$ cat src/rtl/assert_macros.svh
// Assertion macros included by des_salted_password_hash.sv.
`ifndef ASSERT_MACROS_SVH
`define ASSERT_MACROS_SVH

`ifndef SYNTHESIS

`define ASSERT_CLK(lbl, clk, rstn, prop) \
    lbl: assert property (@(posedge clk) disable iff (!(rstn)) prop) \
        else $error("assertion failed");

`define ASSERT_NEVER(lbl, clk, rstn, cond) \
    lbl: assert property (@(posedge clk) disable iff (!(rstn)) !(cond)) \
        else $error("forbidden condition");

`else

`define ASSERT_CLK(lbl, clk, rstn, prop)

`define ASSERT_NEVER(lbl, clk, rstn, cond)

`endif

`endif

$ cat src/rtl/dsph_pkg.sv
`timescale 1ns / 1ps
// ----------------------------------------------------------------------------
// dsph_pkg
// DES tables, permutation functions and the per-slot payload type.
// ----------------------------------------------------------------------------
package dsph_pkg;

    localparam int NUM_ROUNDS = 16;

    localparam logic [6:0] CH_UPPER_Z = 7'd90;
    localparam logic [6:0] CH_NINE    = 7'd57;
    localparam logic [6:0] CH_DOT     = 7'd46;

    typedef struct packed {
        logic [31:0] l;
        logic [31:0] r;
        logic [27:0] c;
        logic [27:0] d;
        logic [11:0] salt;
    } t_blk;

    localparam int FP_TAB [64] = '{
        40,8,48,16,56,24,64,32, 39,7,47,15,55,23,63,31,
        38,6,46,14,54,22,62,30, 37,5,45,13,53,21,61,29,
        36,4,44,12,52,20,60,28, 35,3,43,11,51,19,59,27,
        34,2,42,10,50,18,58,26, 33,1,41,9,49,17,57,25 };

    localparam int PC1_TAB [56] = '{
        57,49,41,33,25,17,9, 1,58,50,42,34,26,18,
        10,2,59,51,43,35,27, 19,11,3,60,52,44,36,
        63,55,47,39,31,23,15, 7,62,54,46,38,30,22,
        14,6,61,53,45,37,29, 21,13,5,28,20,12,4 };

    localparam int PC2_TAB [48] = '{
        14,17,11,24,1,5, 3,28,15,6,21,10, 23,19,12,4,26,8, 16,7,27,20,13,2,
        41,52,31,37,47,55, 30,40,51,45,33,48, 44,49,39,56,34,53, 46,42,50,36,29,32 };

    localparam int E_TAB [48] = '{
        32,1,2,3,4,5, 4,5,6,7,8,9, 8,9,10,11,12,13, 12,13,14,15,16,17,
        16,17,18,19,20,21, 20,21,22,23,24,25, 24,25,26,27,28,29, 28,29,30,31,32,1 };

    localparam int P_TAB [32] = '{
        16,7,20,21, 29,12,28,17, 1,15,23,26, 5,18,31,10,
        2,8,24,14, 32,27,3,9, 19,13,30,6, 22,11,4,25 };

    localparam int ROT_TAB [16] = '{1,1,2,2,2,2,2,2,1,2,2,2,2,2,2,1};

    localparam int SBOX [8][64] = '{
        '{14,4,13,1,2,15,11,8,3,10,6,12,5,9,0,7, 0,15,7,4,14,2,13,1,10,6,12,11,9,5,3,8,
          4,1,14,8,13,6,2,11,15,12,9,7,3,10,5,0, 15,12,8,2,4,9,1,7,5,11,3,14,10,0,6,13},
        '{15,1,8,14,6,11,3,4,9,7,2,13,12,0,5,10, 3,13,4,7,15,2,8,14,12,0,1,10,6,9,11,5,
          0,14,7,11,10,4,13,1,5,8,12,6,9,3,2,15, 13,8,10,1,3,15,4,2,11,6,7,12,0,5,14,9},
        '{10,0,9,14,6,3,15,5,1,13,12,7,11,4,2,8, 13,7,0,9,3,4,6,10,2,8,5,14,12,11,15,1,
          13,6,4,9,8,15,3,0,11,1,2,12,5,10,14,7, 1,10,13,0,6,9,8,7,4,15,14,3,11,5,2,12},
        '{7,13,14,3,0,6,9,10,1,2,8,5,11,12,4,15, 13,8,11,5,6,15,0,3,4,7,2,12,1,10,14,9,
          10,6,9,0,12,11,7,13,15,1,3,14,5,2,8,4, 3,15,0,6,10,1,13,8,9,4,5,11,12,7,2,14},
        '{2,12,4,1,7,10,11,6,8,5,3,15,13,0,14,9, 14,11,2,12,4,7,13,1,5,0,15,10,3,9,8,6,
          4,2,1,11,10,13,7,8,15,9,12,5,6,3,0,14, 11,8,12,7,1,14,2,13,6,15,0,9,10,4,5,3},
        '{12,1,10,15,9,2,6,8,0,13,3,4,14,7,5,11, 10,15,4,2,7,12,9,5,6,1,13,14,0,11,3,8,
          9,14,15,5,2,8,12,3,7,0,4,10,1,13,11,6, 4,3,2,12,9,5,15,10,11,14,1,7,6,0,8,13},
        '{4,11,2,14,15,0,8,13,3,12,9,7,5,10,6,1, 13,0,11,7,4,9,1,10,14,3,5,12,2,15,8,6,
          1,4,11,13,12,3,7,14,10,15,6,8,0,5,9,2, 6,11,13,8,1,4,10,7,9,5,0,15,14,2,3,12},
        '{13,2,8,4,6,15,11,1,10,9,3,14,5,0,12,7, 1,15,13,8,10,3,7,4,12,5,6,11,0,14,9,2,
          7,11,4,1,9,12,14,2,0,6,10,13,15,3,5,8, 2,1,14,7,4,10,8,13,15,12,9,0,5,6,3,11} };

    function automatic logic [63:0] f_fp(input logic [63:0] v);
        logic [63:0] r;
        for (int i = 0; i < 64; i++) r[63-i] = v[64-FP_TAB[i]];
        return r;
    endfunction

    function automatic logic [55:0] f_pc1(input logic [63:0] v);
        logic [55:0] r;
        for (int i = 0; i < 56; i++) r[55-i] = v[64-PC1_TAB[i]];
        return r;
    endfunction

    function automatic logic [47:0] f_pc2(input logic [55:0] v);
        logic [47:0] r;
        for (int i = 0; i < 48; i++) r[47-i] = v[56-PC2_TAB[i]];
        return r;
    endfunction

    function automatic logic [47:0] f_expand(input logic [31:0] v);
        logic [47:0] r;
        for (int i = 0; i < 48; i++) r[47-i] = v[32-E_TAB[i]];
        return r;
    endfunction

    function automatic logic [31:0] f_perm_p(input logic [31:0] v);
        logic [31:0] r;
        for (int i = 0; i < 32; i++) r[31-i] = v[32-P_TAB[i]];
        return r;
    endfunction

    function automatic logic [27:0] f_rot28(input logic [27:0] v, input int n);
        logic [27:0] r;
        if (n == 1) begin
            r = {v[26:0], v[27]};
        end else begin
            r = {v[25:0], v[27:26]};
        end
        return r;
    endfunction

    function automatic logic [5:0] f_salt_decode(input logic [6:0] ch);
        logic [6:0] v;
        v = ch;
        if (v > CH_UPPER_Z) v = v - 7'd6;
        if (v > CH_NINE) v = v - 7'd7;
        v = v - CH_DOT;
        return v[5:0];
    endfunction

    function automatic logic [31:0] f_round(input logic [31:0] r, input logic [47:0] subkey,
                                            input logic [11:0] salt);
        logic [47:0] e;
        logic [23:0] mask;
        logic [23:0] t;
        logic [5:0]  six;
        logic [5:0]  idx;
        logic [31:0] s;
        for (int k = 0; k < 12; k++) mask[23-k] = salt[k];
        mask[11:0] = 12'd0;
        e = f_expand(r);
        t = (e[47:24] ^ e[23:0]) & mask;
        e = e ^ {t, t} ^ subkey;
        for (int b = 0; b < 8; b++) begin
            six = e[47-6*b -: 6];
            idx = {six[5], six[0], six[4:1]};
            s[31-4*b -: 4] = 4'(SBOX[b][idx]);
        end
        return f_perm_p(s);
    endfunction

endpackage

$ cat src/rtl/dsph_prep.sv
`timescale 1ns / 1ps
// ----------------------------------------------------------------------------
// dsph_prep
// Build the DES key halves and the salt bits for a new transaction.
// ----------------------------------------------------------------------------
module dsph_prep (
    input  logic [55:0]         i_key_chars,
    input  logic [6:0]          i_salt_first,
    input  logic [6:0]          i_salt_second,
    output dsph_pkg::t_blk      o_blk
);

    logic [63:0] key;
    logic [55:0] cd;
    logic [6:0]  ch;
    logic        ended;

    always_comb begin
        ended = 1'b0;
        key   = 64'd0;
        for (int i = 0; i < 8; i++) begin
            ch = i_key_chars[55-7*i -: 7];
            if (ch == 7'd0) ended = 1'b1;
            if (ended) ch = 7'd0;
            key[63-8*i -: 8] = {ch, 1'b0};
        end
    end

    assign cd         = dsph_pkg::f_pc1(key);
    assign o_blk.l    = 32'd0;
    assign o_blk.r    = 32'd0;
    assign o_blk.c    = cd[55:28];
    assign o_blk.d    = cd[27:0];
    assign o_blk.salt = {dsph_pkg::f_salt_decode(i_salt_second),
                         dsph_pkg::f_salt_decode(i_salt_first)};

endmodule

$ cat config.mk
export PLATFORM = sky130hd
export DESIGN_NAME = dsph_prep
export DESIGN_NICKNAME = d
export VERILOG_FILES = /design/src/rtl/assert_macros.svh /design/src/rtl/dsph_pkg.sv /design/src/rtl/dsph_prep.sv
export SDC_FILE = /design/constraint.sdc
export NUM_CORES = 1
export LEC_CHECK = 0
export BUFFER_PORTS_ARGS = -buffer_cell sky130_fd_sc_hd__buf_2
export CORE_AREA = 2 2 78 80
export DETAILED_ROUTE_END_ITERATION = 6
export DIE_AREA = 0 0 80 82
export GPL_TIMING_DRIVEN = 0
export PLACE_DENSITY = 0.83
export RECOVER_POWER = 100
export SLEW_MARGIN = 25
export SYNTH_ARGS = -nofsm -noshare
export SYNTH_HDL_FRONTEND = slang
export SYNTH_SLANG_ARGS = --single-unit
$ cat constraint.sdc
create_clock -name vclk -period 5.7
set_input_delay 0.285 -clock vclk [all_inputs]
set_output_delay 0.285 -clock vclk [all_outputs]
set_load 0.01 [all_outputs]
==> metrics.txt <==
outcome completed; hold buffers post-CTS 0; Initial Util 32.5%; Detail Route Antenna Nets 0; Row Count 28; area occupied by multi-input gates 1510 um2; post-synthesis sequential area ratio 0%; hold path start i_key_chars[2]; share of the synthesized area in the top cell type 26.1%; DP Wirelength 5270 um; Int Pwr 123 uW; critical path arrival 4.08 ns; crit path launch i_salt_second[1]; cell area after synthesis 1870 um2; Cells after Synth 272; pwr dens 92.5 nW/um2; die area 6560 um2; register area 0 um2; Area Overhead vs Synth 50.8%; post-synthesis cell type count 49; DR DRC count 0; WL/cell 10.8 um; setup ws final 1.33 ns; Hold Vio Cnt, Final 0; RSZ-0062 raised after global routing no; placed insts 545; slew margin rel. 56.7%; fin. max-slew vios 0; initial antenna violation count 0; Reg power frac 0%; Non-Filler Instances 545; CP max FO 7; vias in the first global route 1799; clkbuf count 0; Die X 80 um; Final Cycle Share 76.6%; top cells by area, synth buf_4 26%, and2_1 13%, xnor2_1 7.5%; dpl ws 1.76 ns; Hold Crit Depth 3; Clock Power Share 0%; CORE AREA 5750 um2; via count 2273; final sequential cell count 0; Setup crit end kind output pin; DR iter-0 viols 47; Hold Path Sink o_blk[23]; Yosys warnings 0; Post-CTS Setup Inserts 0; Port Buffers 135; Vias/cell 4.17; Post-DP Area 2870 um2; Critical Path Start Type input port; Lkg Pwr 1.54 nW; grt total ovfl 0; Psw 138 uW; # fillers 581; syn_area_per_cell 6.87 um2; Placer Congestion 0.861; Nets 552; diode count 0; Setup violations, final 0; most frequent cell after synthesis buf_4; switching portion of total power 52.9%; drt total wl 5880 um; largest net degree at the start of global routing 11; Worst Hold Class in -> out; global-route wire length before repair 7910 um; Gate power share 100.0%; worst setup path class in -> out; Synth area leader buf_4; Crit path required time 5.41 ns; Final Cell Area 2820 um2; post_cts resized 0; Worst-Margin Slew 0.643 ns; drt pass-1 iters 4; final setup TNS 0 ns; Max Cap Viol 0; Total GRT Usage 14.3%; synth cell count leaders 65 x buf_4, 39 x and2_1, 16 x xnor2_1; minimum clock period 4.37 ns; share of post-route cells with drive strength above 1 37.2%; I/O pin cnt 202; Worst IR Drop VDD 56.5 uV; overall die height 82 um; Max Freq 229 MHz
==> cell usage in the layout, fill, tap and decap left out, drive strengths merged, types with 5 or more instances in the layout <==
| master | Yosys | routed |
|---|---|---|
| inv | 13 | 13 |
| nor2 | 7 | 7 |
| clkbuf | 11 | 46 |
| o21ai | 8 | 8 |
| nand2 | 14 | 14 |
| ha | 10 | 10 |
| nor3 | 7 | 7 |
| a21oi | 6 | 6 |
| nor4 | 7 | 7 |
| and3 | 13 | 13 |
| nand3 | 7 | 7 |
| mux2i | 5 | 5 |
| and2 | 39 | 39 |
| xnor2 | 16 | 16 |
| buf | 66 | 166 |
| conb | 1 | 64 |
==> worst max-delay path by stage <==
stage                      to  slack [ns]  cells past startpoint
floorplan           o_blk[11]        2.46                     15
global placement    o_blk[11]        1.90                     17
finish              o_blk[11]        1.33                     17
detailed placement  o_blk[11]        1.76                     17
CTS                 o_blk[11]        1.75                     17
global route        o_blk[11]        1.01                     17
==> critical path: stages <==
cell and delay, ns:
clkbuf_1 0.26, inv_1 0.16, ha_1 0.26, nand3b_1 0.18, o21ai_0 0.33, nand2_1 0.13
xnor2_1 0.22, ha_1 0.18, o21ai_0 0.11, a41oi_1 0.51, a21boi_0 0.28, ha_1 0.30
or2_2 0.30, mux2i_1 0.16, a211oi_2 0.10, xnor2_1 0.15, clkbuf_1 0.17
==> final cells by class <==
| type | count | share of cell area (%) |
|---|---|---|
| multi-input cells | 245 | 53.5 |
| plain buffers | 77 | 19.0 |
| repair buffers | 135 | 22.4 |
| well taps | 75 | 3.33 |
| inverters | 13 | 1.73 |
==> logic make-up after synthesis <==
logic type / share of synthesized area (%)
buffers and inverters: 31.2
muxes: 4.89
adders and majority gates: 6.70
AOI/OAI and AO/OA: 13.4
xor gates and xnor gates: 8.91
other: 0.201
and+or+nand+nor: 34.7
==> per-stage QoR <==
stage | power [mW] | utilization [%] | hold slack [ns]
6_report | 0.261 | 49.0 | 0.861
5_1_grt | 0.288 | 49.0 | 0.886
4_1_cts | 0.268 | 50.0 | 0.850
3_5_place_dp | 0.266 | 50.0 | 0.850
3_3_place_gp | 0.262 | 50.0 | 0.846
2_1_floorplan | 0.176 | - | 0.658
==> per-layer routing <==
metal / global-route usage (%) / wire length (um) / vias up
li1: - / - / 1191
met1: 16.6 / 2160 / 962
met2: 28.7 / 3160 / 118
met3: 2.31 / 540 / 2
met4: 0.678 / 19 / 0
met5: 0 / 0 / -
==> power groups by stage <==
stage | sequential (mW) | combinational, mW | clock, mW
6_report | 0 | 0.261 | 0
3_3_place_gp | 0 | 0.262 | 0
4_1_cts | 0 | 0.268 | 0
5_1_grt | 0 | 0.288 | 0
3_5_place_dp | 0 | 0.266 | 0
2_1_floorplan | 0 | 0.176 | 0
No activity file was read; power rests on OpenSTA's default activity.
