**src/rtl/assert_macros.svh**
```systemverilog
// Assertion macros included by des_salted_password_hash.sv.
`ifndef ASSERT_MACROS_SVH
`define ASSERT_MACROS_SVH

`ifndef SYNTHESIS

`define ASSERT_CLK(lbl, clk, rstn, prop) \
    lbl: assert property (@(posedge clk) disable iff (!(rstn)) prop) \
        else $error("assertion failed");

`define ASSERT_NEVER(lbl, clk, rstn, cond) \
    lbl: assert property (@(posedge clk) disable iff (!(rstn)) !(cond)) \
        else $error("forbidden condition");

`else

`define ASSERT_CLK(lbl, clk, rstn, prop)

`define ASSERT_NEVER(lbl, clk, rstn, cond)

`endif

`endif

```
**src/rtl/dsph_pkg.sv**
```systemverilog
`timescale 1ns / 1ps
// ----------------------------------------------------------------------------
// dsph_pkg
// DES tables, permutation functions and the per-slot payload type.
// ----------------------------------------------------------------------------
package dsph_pkg;

    localparam int NUM_ROUNDS = 16;

    localparam logic [6:0] CH_UPPER_Z = 7'd90;
    localparam logic [6:0] CH_NINE    = 7'd57;
    localparam logic [6:0] CH_DOT     = 7'd46;

    typedef struct packed {
        logic [31:0] l;
        logic [31:0] r;
        logic [27:0] c;
        logic [27:0] d;
        logic [11:0] salt;
    } t_blk;

    localparam int FP_TAB [64] = '{
        40,8,48,16,56,24,64,32, 39,7,47,15,55,23,63,31,
        38,6,46,14,54,22,62,30, 37,5,45,13,53,21,61,29,
        36,4,44,12,52,20,60,28, 35,3,43,11,51,19,59,27,
        34,2,42,10,50,18,58,26, 33,1,41,9,49,17,57,25 };

    localparam int PC1_TAB [56] = '{
        57,49,41,33,25,17,9, 1,58,50,42,34,26,18,
        10,2,59,51,43,35,27, 19,11,3,60,52,44,36,
        63,55,47,39,31,23,15, 7,62,54,46,38,30,22,
        14,6,61,53,45,37,29, 21,13,5,28,20,12,4 };

    localparam int PC2_TAB [48] = '{
        14,17,11,24,1,5, 3,28,15,6,21,10, 23,19,12,4,26,8, 16,7,27,20,13,2,
        41,52,31,37,47,55, 30,40,51,45,33,48, 44,49,39,56,34,53, 46,42,50,36,29,32 };

    localparam int E_TAB [48] = '{
        32,1,2,3,4,5, 4,5,6,7,8,9, 8,9,10,11,12,13, 12,13,14,15,16,17,
        16,17,18,19,20,21, 20,21,22,23,24,25, 24,25,26,27,28,29, 28,29,30,31,32,1 };

    localparam int P_TAB [32] = '{
        16,7,20,21, 29,12,28,17, 1,15,23,26, 5,18,31,10,
        2,8,24,14, 32,27,3,9, 19,13,30,6, 22,11,4,25 };

    localparam int ROT_TAB [16] = '{1,1,2,2,2,2,2,2,1,2,2,2,2,2,2,1};

    localparam int SBOX [8][64] = '{
        '{14,4,13,1,2,15,11,8,3,10,6,12,5,9,0,7, 0,15,7,4,14,2,13,1,10,6,12,11,9,5,3,8,
          4,1,14,8,13,6,2,11,15,12,9,7,3,10,5,0, 15,12,8,2,4,9,1,7,5,11,3,14,10,0,6,13},
        '{15,1,8,14,6,11,3,4,9,7,2,13,12,0,5,10, 3,13,4,7,15,2,8,14,12,0,1,10,6,9,11,5,
          0,14,7,11,10,4,13,1,5,8,12,6,9,3,2,15, 13,8,10,1,3,15,4,2,11,6,7,12,0,5,14,9},
        '{10,0,9,14,6,3,15,5,1,13,12,7,11,4,2,8, 13,7,0,9,3,4,6,10,2,8,5,14,12,11,15,1,
          13,6,4,9,8,15,3,0,11,1,2,12,5,10,14,7, 1,10,13,0,6,9,8,7,4,15,14,3,11,5,2,12},
        '{7,13,14,3,0,6,9,10,1,2,8,5,11,12,4,15, 13,8,11,5,6,15,0,3,4,7,2,12,1,10,14,9,
          10,6,9,0,12,11,7,13,15,1,3,14,5,2,8,4, 3,15,0,6,10,1,13,8,9,4,5,11,12,7,2,14},
        '{2,12,4,1,7,10,11,6,8,5,3,15,13,0,14,9, 14,11,2,12,4,7,13,1,5,0,15,10,3,9,8,6,
          4,2,1,11,10,13,7,8,15,9,12,5,6,3,0,14, 11,8,12,7,1,14,2,13,6,15,0,9,10,4,5,3},
        '{12,1,10,15,9,2,6,8,0,13,3,4,14,7,5,11, 10,15,4,2,7,12,9,5,6,1,13,14,0,11,3,8,
          9,14,15,5,2,8,12,3,7,0,4,10,1,13,11,6, 4,3,2,12,9,5,15,10,11,14,1,7,6,0,8,13},
        '{4,11,2,14,15,0,8,13,3,12,9,7,5,10,6,1, 13,0,11,7,4,9,1,10,14,3,5,12,2,15,8,6,
          1,4,11,13,12,3,7,14,10,15,6,8,0,5,9,2, 6,11,13,8,1,4,10,7,9,5,0,15,14,2,3,12},
        '{13,2,8,4,6,15,11,1,10,9,3,14,5,0,12,7, 1,15,13,8,10,3,7,4,12,5,6,11,0,14,9,2,
          7,11,4,1,9,12,14,2,0,6,10,13,15,3,5,8, 2,1,14,7,4,10,8,13,15,12,9,0,5,6,3,11} };

    function automatic logic [63:0] f_fp(input logic [63:0] v);
        logic [63:0] r;
        for (int i = 0; i < 64; i++) r[63-i] = v[64-FP_TAB[i]];
        return r;
    endfunction

    function automatic logic [55:0] f_pc1(input logic [63:0] v);
        logic [55:0] r;
        for (int i = 0; i < 56; i++) r[55-i] = v[64-PC1_TAB[i]];
        return r;
    endfunction

    function automatic logic [47:0] f_pc2(input logic [55:0] v);
        logic [47:0] r;
        for (int i = 0; i < 48; i++) r[47-i] = v[56-PC2_TAB[i]];
        return r;
    endfunction

    function automatic logic [47:0] f_expand(input logic [31:0] v);
        logic [47:0] r;
        for (int i = 0; i < 48; i++) r[47-i] = v[32-E_TAB[i]];
        return r;
    endfunction

    function automatic logic [31:0] f_perm_p(input logic [31:0] v);
        logic [31:0] r;
        for (int i = 0; i < 32; i++) r[31-i] = v[32-P_TAB[i]];
        return r;
    endfunction

    function automatic logic [27:0] f_rot28(input logic [27:0] v, input int n);
        logic [27:0] r;
        if (n == 1) begin
            r = {v[26:0], v[27]};
        end else begin
            r = {v[25:0], v[27:26]};
        end
        return r;
    endfunction

    function automatic logic [5:0] f_salt_decode(input logic [6:0] ch);
        logic [6:0] v;
        v = ch;
        if (v > CH_UPPER_Z) v = v - 7'd6;
        if (v > CH_NINE) v = v - 7'd7;
        v = v - CH_DOT;
        return v[5:0];
    endfunction

    function automatic logic [31:0] f_round(input logic [31:0] r, input logic [47:0] subkey,
                                            input logic [11:0] salt);
        logic [47:0] e;
        logic [23:0] mask;
        logic [23:0] t;
        logic [5:0]  six;
        logic [5:0]  idx;
        logic [31:0] s;
        for (int k = 0; k < 12; k++) mask[23-k] = salt[k];
        mask[11:0] = 12'd0;
        e = f_expand(r);
        t = (e[47:24] ^ e[23:0]) & mask;
        e = e ^ {t, t} ^ subkey;
        for (int b = 0; b < 8; b++) begin
            six = e[47-6*b -: 6];
            idx = {six[5], six[0], six[4:1]};
            s[31-4*b -: 4] = 4'(SBOX[b][idx]);
        end
        return f_perm_p(s);
    endfunction

endpackage

```
**src/rtl/dsph_stage.sv**
```systemverilog
`timescale 1ns / 1ps
// ----------------------------------------------------------------------------
// dsph_stage
// One registered DES round with its own key-schedule rotation.
// ----------------------------------------------------------------------------
module dsph_stage #(
    parameter int ROUND = 0,
    parameter int PW    = 5
) (
    input  logic                i_clk,
    input  logic                i_rst_n,
    input  logic                i_en,
    input  logic                i_valid,
    input  logic [PW-1:0]       i_pass,
    input  dsph_pkg::t_blk      i_blk,
    output logic                o_valid,
    output logic [PW-1:0]       o_pass,
    output dsph_pkg::t_blk      o_blk
);

    logic           r_valid;
    logic [PW-1:0]  r_pass;
    dsph_pkg::t_blk r_blk;
    dsph_pkg::t_blk n_blk;
    logic [47:0]    subkey;

    always_comb begin
        n_blk      = i_blk;
        n_blk.c    = dsph_pkg::f_rot28(i_blk.c, dsph_pkg::ROT_TAB[ROUND]);
        n_blk.d    = dsph_pkg::f_rot28(i_blk.d, dsph_pkg::ROT_TAB[ROUND]);
        subkey     = dsph_pkg::f_pc2({n_blk.c, n_blk.d});
        n_blk.l    = i_blk.r;
        n_blk.r    = i_blk.l ^ dsph_pkg::f_round(i_blk.r, subkey, i_blk.salt);
    end

    always_ff @(posedge i_clk) begin
        if (!i_rst_n) begin
            r_valid <= 1'b0;
        end else if (i_en) begin
            r_valid <= i_valid;
        end
    end

    always_ff @(posedge i_clk) begin
        if (i_en) begin
            r_pass <= i_pass;
            r_blk  <= n_blk;
        end
    end

    assign o_valid = r_valid;
    assign o_pass  = r_pass;
    assign o_blk   = r_blk;

endmodule

```
**config.mk**
```make
export PLATFORM = sky130hd
export DESIGN_NAME = dsph_stage
export DESIGN_NICKNAME = d
export VERILOG_FILES = /design/src/rtl/assert_macros.svh /design/src/rtl/dsph_pkg.sv /design/src/rtl/dsph_stage.sv
export SDC_FILE = /design/constraint.sdc
export NUM_CORES = 1
export LEC_CHECK = 0
export BUFFER_PORTS_ARGS = -buffer_cell sky130_fd_sc_hd__buf_2
export CORE_UTILIZATION = 55
export CTS_CLUSTER_SIZE = 14
export DETAILED_ROUTE_END_ITERATION = 8
export GPL_ROUTABILITY_DRIVEN = 0
export GPL_TIMING_DRIVEN = 0
export PLACE_DENSITY = 0.91
export SLEW_MARGIN = 10
export SYNTH_ARGS = -nofsm -noshare
export SYNTH_HDL_FRONTEND = slang
export SYNTH_SLANG_ARGS = --single-unit
export TNS_END_PERCENT = 100
```
**constraint.sdc**
```tcl
create_clock -name i_clk -period 6.48 [get_ports i_clk]
set_input_delay 1.296 -clock i_clk [delete_from_list [all_inputs] [get_ports i_clk]]
set_output_delay 1.296 -clock i_clk [all_outputs]
set_load 0.03 [all_outputs]
```
==> results of run 1 <==
==> layer usage <==
layer  wire length, um  track usage, %  vias up
met3              2220            5.57       69
met5                 0               0        -
met1             10100            34.6     4059
met4               705            10.6        0
li1                  -               -     4024
met2             12700            46.7      570
==> cells by family after synthesis <==
logic type / synth area share, %
AOI/OAI and AO/OA: 16.2
xor gates and xnor gates: 12.5
adders and majority gates: 7.90
buffers and inverters: 3.01
DFF: 42.1
muxes: 8.94
and+or+nand+nor: 9.34
==> worst paths after layout <==
kind              cells past startpoint        end       from  slack (ns)
setup reg to reg                      2    o_valid    o_valid        5.89
hold reg to reg                       2    o_valid    o_valid        0.51
hold / removal                        2    o_valid    o_valid        0.51
setup / recovery                     10  o_blk[98]  i_blk[10]        2.74
==> area by class of cell <==
| type | count | share of cell area (%) |
|---|---|---|
| Inverter | 30 | 0.930 |
| Sequential cell | 138 | 34.1 |
| Antenna cell | 2 | 0.0413 |
| Clock buffer | 19 | 3.58 |
| Timing Repair Buffer | 279 | 11.8 |
| Clock inverter | 13 | 1.18 |
| Multi-Input combinational cell | 700 | 44.5 |
| Buffer | 38 | 1.51 |
| Tap cell | 225 | 2.33 |
==> flip-flops by register name (all words and copies together) (netlist names) <==
name and flops:
o_blk 132, o_valid 1, o_pass 5
==> per-stage QoR <==
step / power (mW) / instance area [um2] / setup WS (ns) / instances / util (%)
final: 3.41 / 12100 / 2.74 / 1444 / 69.8
after global routing: 3.56 / 12100 / 2.60 / 1444 / 69.8
after CTS: 3.40 / 12100 / 2.78 / 1442 / 69.7
after detailed placement: 2.43 / 11500 / 2.32 / 1410 / 66.4
after global placement: 2.39 / 11500 / 2.41 / 1409 / 66.2
after floorplan: 2.08 / 9820 / 2.91 / 906 / -
==> cells in the final DEF (no fill, tap or decap), types with 9 or more instances in the layout <==
cell type and instances:
buf_2 291, edfxtp_1 137, nor2_1 68, nand2_1 65
xnor2_1 64, ha_1 62, a21oi_1 52, mux2i_1 51
o21ai_0 43, xor2_1 40, nand3_1 29, nor3_1 27
inv_1 26, o211ai_1 26, clkbuf_1 22, clkbuf_16 17
a211oi_1 15, a31oi_1 13, mux4_2 11, o31ai_1 11
o22ai_1 9, a221oi_1 9, o311ai_0 9
==> report_power, final <==
part / leakage, nW / switching [mW] / internal (mW)
Clock: 0.268 / 0.401 / 0.569
Combinational: 3.38 / 0.841 / 0.463
Sequential: 1.35 / 0.0251 / 1.11
==> worst max-delay path: stages <==
cell	delay, ns
buf_2	0.13
mux2i_1	0.13
xnor2_1	0.75
inv_1	0.37
ha_1	0.34
mux4_2	0.46
nor2_1	0.11
a31o_1	0.12
mux2i_1	0.08
xnor2_1	0.15
==> flow_summary.toml, run 1 <==
[status]
outcome = "completed"

[timing]
rsz0062_at_grt = "no"
hold_slack_ns = 0.512
setup_viol = 0
tightest_slew_ns = 0.964
finalCritPeriodShare_pct = 57.8
max_freq_ghz = 0.267
setup_tns_ns = 0
finClkSkew_ns = 0
slew_headroom_pct = 35.5
finalMaxSlewViolations = 0
hold_violations = 0
post-route-min-period_ns = 3.74

[global_route]
overflow = 0
grt_pass1_vias = 8012
grt_pass1_wl_mm = 39.8
grt_max_degree = 85
track_usage_pct = 27.6
antenna_found_initial = 2

[clocking]
cts_resized = 0
clk_pin_slew_worst_paths_ns = 0.06
cts_buffers = 17
cts_setup_buffers = 0
cts_root_buffer = "clkbuf_16"
htreeDepth = 4
postCtsHoldBufs = 0
tritoncts = "built"
clock_sinks = 138
clock_latency_ns = 0.42
clock_path_buffers = 2

[cells_and_area]
seqCellArea_um2 = 4130
multi_input_area_um2 = 5390
layout-drive-gt1-share_pct = 30.3
synthToLayoutAreaGrowth_pct = 23.3
fillers = 1254
fin_nets = 1407

[floorplan]
dieArea_um2 = 18400
initial_utilization_pct = 56.6
ios = 279
core_um2 = 17400
rows = 48
die_width_um = 136
dieHeight_um = 136

[route]
drt_first_pass_iters = 6
drtAntennaViolNets = 0
detail_route.wl_per_cell_um = 17.8
drc = 0
drt-initial-drc-count = 953
wirelength_mm = 25.7
vias_per_cell = 6.04
dr_total_vias = 8722

[yosys]
synth_area_um2 = 9820
yosysMostFrequentCell = "edfxtp_1"
async_flop_share_pct = 0
synth_seq_area_share_pct = 42.1
synth_commonest_cells = "137 x edfxtp_1, 68 x nor2_1, 65 x nand2_1"
synth_edf_count = 137
ys_ff_latch = 138
synthCells = 906
synth.area.top_cells = "edfxtp_1 42%, ha_1 7.9%, xnor2_1 5.7%"
syn-num-nets = 1109
synth_top_area_cell = "edfxtp_1"
synth_area_per_cell_um2 = 10.8
synth.top_cell.area_share_pct = 41.9
synth_flop_cell = "edfxtp_1"
synth_warnings = 0
ys_types = 66

[setup_path]
required_ns = 6.66
endpoint_kind = "flop"
cp-start-kind = "input port"
path_max_fanout = 9
critical_path_class = "input port to flop"
arrival_ns = 3.93

[min_path]
hold_path_class = "flop to flop"

[placed_design]
portBuffers = 278
dp_hpwl_mm = 18.7

[pwr]
peakVddDrop_mv = 0.212
power_density_nw_per_um2 = 282
p_leak_nw = 5.00

[job]
maxCapViolCount = 0
Power figures use the tool's default switching activity.
==> inputs of run 2 (changes only) <==
--- a/config.mk
+++ b/config.mk
@@ -5,13 +5,14 @@
 export SDC_FILE = /design/constraint.sdc
 export NUM_CORES = 1
 export LEC_CHECK = 0
+export ABC_AREA = 1
 export BUFFER_PORTS_ARGS = -buffer_cell sky130_fd_sc_hd__buf_2
-export CORE_UTILIZATION = 55
+export CORE_UTILIZATION = 49
 export CTS_CLUSTER_SIZE = 14
 export DETAILED_ROUTE_END_ITERATION = 8
 export GPL_ROUTABILITY_DRIVEN = 0
 export GPL_TIMING_DRIVEN = 0
-export PLACE_DENSITY = 0.91
+export PLACE_DENSITY = 0.85
 export SLEW_MARGIN = 10
 export SYNTH_ARGS = -nofsm -noshare
 export SYNTH_HDL_FRONTEND = slang
==> constraint.sdc (replaced) <==
create_clock -name i_clk -period 3.4 [get_ports i_clk]
set_input_delay 0.68 -clock i_clk [delete_from_list [all_inputs] [get_ports i_clk]]
set_output_delay 0.68 -clock i_clk [all_outputs]
set_load 0.03 [all_outputs]
==> run 2 against run 1 <==
Effect of this change:
- hold slack worse by 0.088 ns
- register-to-register slack worse by 3.1 ns
- non-clock buffer count is 16 lower
- clock power is 94% higher
- critical path depth is 2 higher
- cell area is 4.2% higher
- routed wire length is 7.5% higher
- first-iteration DRC count is 20% lower
- synthesized area is 4.6% higher
- clock-buffer cell count is 2 lower
==> flow_summary.toml, run 2 <==
[status]
outcome = "completed"

[yosys]
synth.area.mux_share_pct = 0
synth.top_cell.area_share_pct = 40.1
synth_area_per_cell_um2 = 7.43
synth_top_area_cell = "edfxtp_1"
synth_edf_count = 137
ys_ff_latch = 138
synth_area_um2 = 10300
synth_fa_ha_area_share_pct = 7.55
synth_compound_area_share_pct = 4.67
synthCells = 1382
synthSimpleGateAreaFrac_pct = 37.5
synth_xor_xnor_area_share_pct = 3.57
synth.area.top_cells = "edfxtp_1 40%, nand2_1 21%, nand3_1 14%"
synth_seq_area_share_pct = 40.2
synth_commonest_cells = "565 x nand2_1, 294 x nand3_1, 137 x edfxtp_1"
synth_warnings = 0
ys_types = 28
syn-num-nets = 1585
synth_top_family_by_area = "simple AND/OR/NAND/NOR gates"
synth_flop_cell = "edfxtp_1"
yosysMostFrequentCell = "nand2_1"
async_flop_share_pct = 0

[clocking]
cts_root_buffer = "clkbuf_16"
clock_sinks = 138
cts_buffers = 17
clk_pin_slew_worst_paths_ns = 0.07
cts_resized = 0
htreeDepth = 4
postCtsHoldBufs = 0
clock_path_buffers = 2
cts_setup_buffers = 0
tritoncts = "built"
clock_latency_ns = 0.42

[cells_and_area]
largest_register_ffs = 132
layout-drive-gt1-share_pct = 21.4
final_common_cell = "nand2_1"
synthToLayoutAreaGrowth_pct = 22.8
fin_nets = 1883
layout_common_cells = "565 x nand2_1, 294 x nand3_1, 287 x buf_2"

[timing]
setup_ws_ns = 0.777
finalMaxSlewViolations = 0
post-route-min-period_ns = 2.62
rsz0062_at_grt = "no"
tightest_slew_ns = 0.765
setup_viol = 0
hold_violations = 0
finalCritPeriodShare_pct = 77.1
slew_headroom_pct = 48.7
max_freq_ghz = 0.381
finClkSkew_ns = 0
setup_tns_ns = 0

[floorplan]
ios = 279
dieArea_um2 = 21500
rows = 52
dieHeight_um = 147
core_um2 = 20400
die_width_um = 147
initial_utilization_pct = 50.4

[setup_path]
rr_startpoint = "o_valid"
required_ns = 3.58
crit_path_start = "i_blk[84]"
endpoint_kind = "flop"
path_max_fanout = 8
critical_path_class = "input port to flop"
cp-start-kind = "input port"
arrival_ns = 2.80

[placed_design]
dp_hpwl_mm = 21.1
portBuffers = 278
dpl_worst_slack_ns = 0.361

[route]
wirelength_mm = 27.6
drt_first_pass_iters = 7
vias_per_cell = 5.33
dr_total_vias = 10500
drt-initial-drc-count = 766
drtAntennaViolNets = 0
drc = 0
detail_route.wl_per_cell_um = 14.1

[global_route]
antenna_found_initial = 2
grt_max_degree = 81
grt_pass1_vias = 9653
overflow = 0
grt_pass1_wl_mm = 44.4
track_usage_pct = 25.4

[min_path]
hold_path_class = "input port to flop"
worstHoldStart = "i_blk[45]"

[pwr]
peakVddDrop_mv = 0.328
power_frac_seq_pct = 34.9
p_switching_mw = 2.31
power_density_nw_per_um2 = 481
swShare_pct = 38.0
p_leak_nw = 6.48
internal-power_mw = 3.76
pwr-share-clk_pct = 30.9
pwr-share-comb_pct = 34.3

[job]
maxCapViolCount = 0
==> run 2: critical path, cell delays in order <==
cell and delay, ns:
buf_2 0.16, xnor2_1 0.58, inv_1 0.25, ha_1 0.39, nand2_1 0.13, o21ai_0 0.10
nand2_1 0.09, o21ai_0 0.09, nand2_1 0.07, nand3_1 0.09, nand3b_1 0.11, nand2_1 0.06
==> run 2: routing by layer <==
| metal | track usage (%) | share of wire [%] |
|---|---|---|
| met2 | 44.2 | 50 |
| met3 | 5.56 | 8.3 |
| met5 | 0 | 0.047 |
| met4 | 8.96 | 2.2 |
| met1 | 31.0 | 40 |
==> run 2: final cells by class <==
class | count | area (um2)
Tap cell | 270 | 338
Clock buffer | 17 | 425
Timing Repair Buffer | 279 | 1430
Fill cell | 1733 | 7750
Multi-Input combinational cell | 1083 | 5480
Antenna cell | 1 | 2.50
Sequential cell | 138 | 4130
Buffer | 22 | 140
Clock inverter | 15 | 154
Inverter | 139 | 522
==> run 2: cell families after synthesis <==
logic type | Yosys count
flip-flops | 138
AND/OR/NAND/NOR | 905
AO/OA/AOI/OAI | 84
adder cells (fa/ha/maj) | 62
buffers and inverters | 161
XOR/XNOR | 32
==> run 2: stage by stage <==
| stage | hold WS, ns | util (%) | area [um2] | std cells | power [mW] |
|---|---|---|---|---|---|
| finish | 0.424 | 62.0 | 12600 | 1964 | 6.07 |
| global route | 0.406 | 61.9 | 12600 | 1963 | 6.40 |
| CTS | 0.407 | 61.9 | 12600 | 1963 | 6.08 |
| detailed placement | 0.543 | 59.1 | 12000 | 1931 | 4.20 |
| global placement | 0.522 | 58.9 | 12000 | 1930 | 4.15 |
| floorplan | 0.655 | - | 10300 | 1382 | 3.61 |
==> run 2: path summary, 6_finish.rpt <==
path / to / slack (ns) / depth (start not counted)
worst max-delay path: o_blk[80] / 0.78 / 12
worst min-delay path: o_blk[46] / 0.42 / 1
worst max register to register: o_valid / 2.74 / 2
worst min register to register: o_valid / 0.56 / 2
==> run 2: power groups by stage <==
| stage | Sequential, mW | Combinational [mW] | Clock [mW] |
|---|---|---|---|
| after floorplan | 2.51 | 1.10 | 0 |
| after global placement | 2.15 | 1.99 | 0 |
| after detailed placement | 2.15 | 2.04 | 0 |
| after CTS | 2.12 | 2.06 | 1.91 |
| after global routing | 2.13 | 2.30 | 1.96 |
| final | 2.12 | 2.08 | 1.88 |
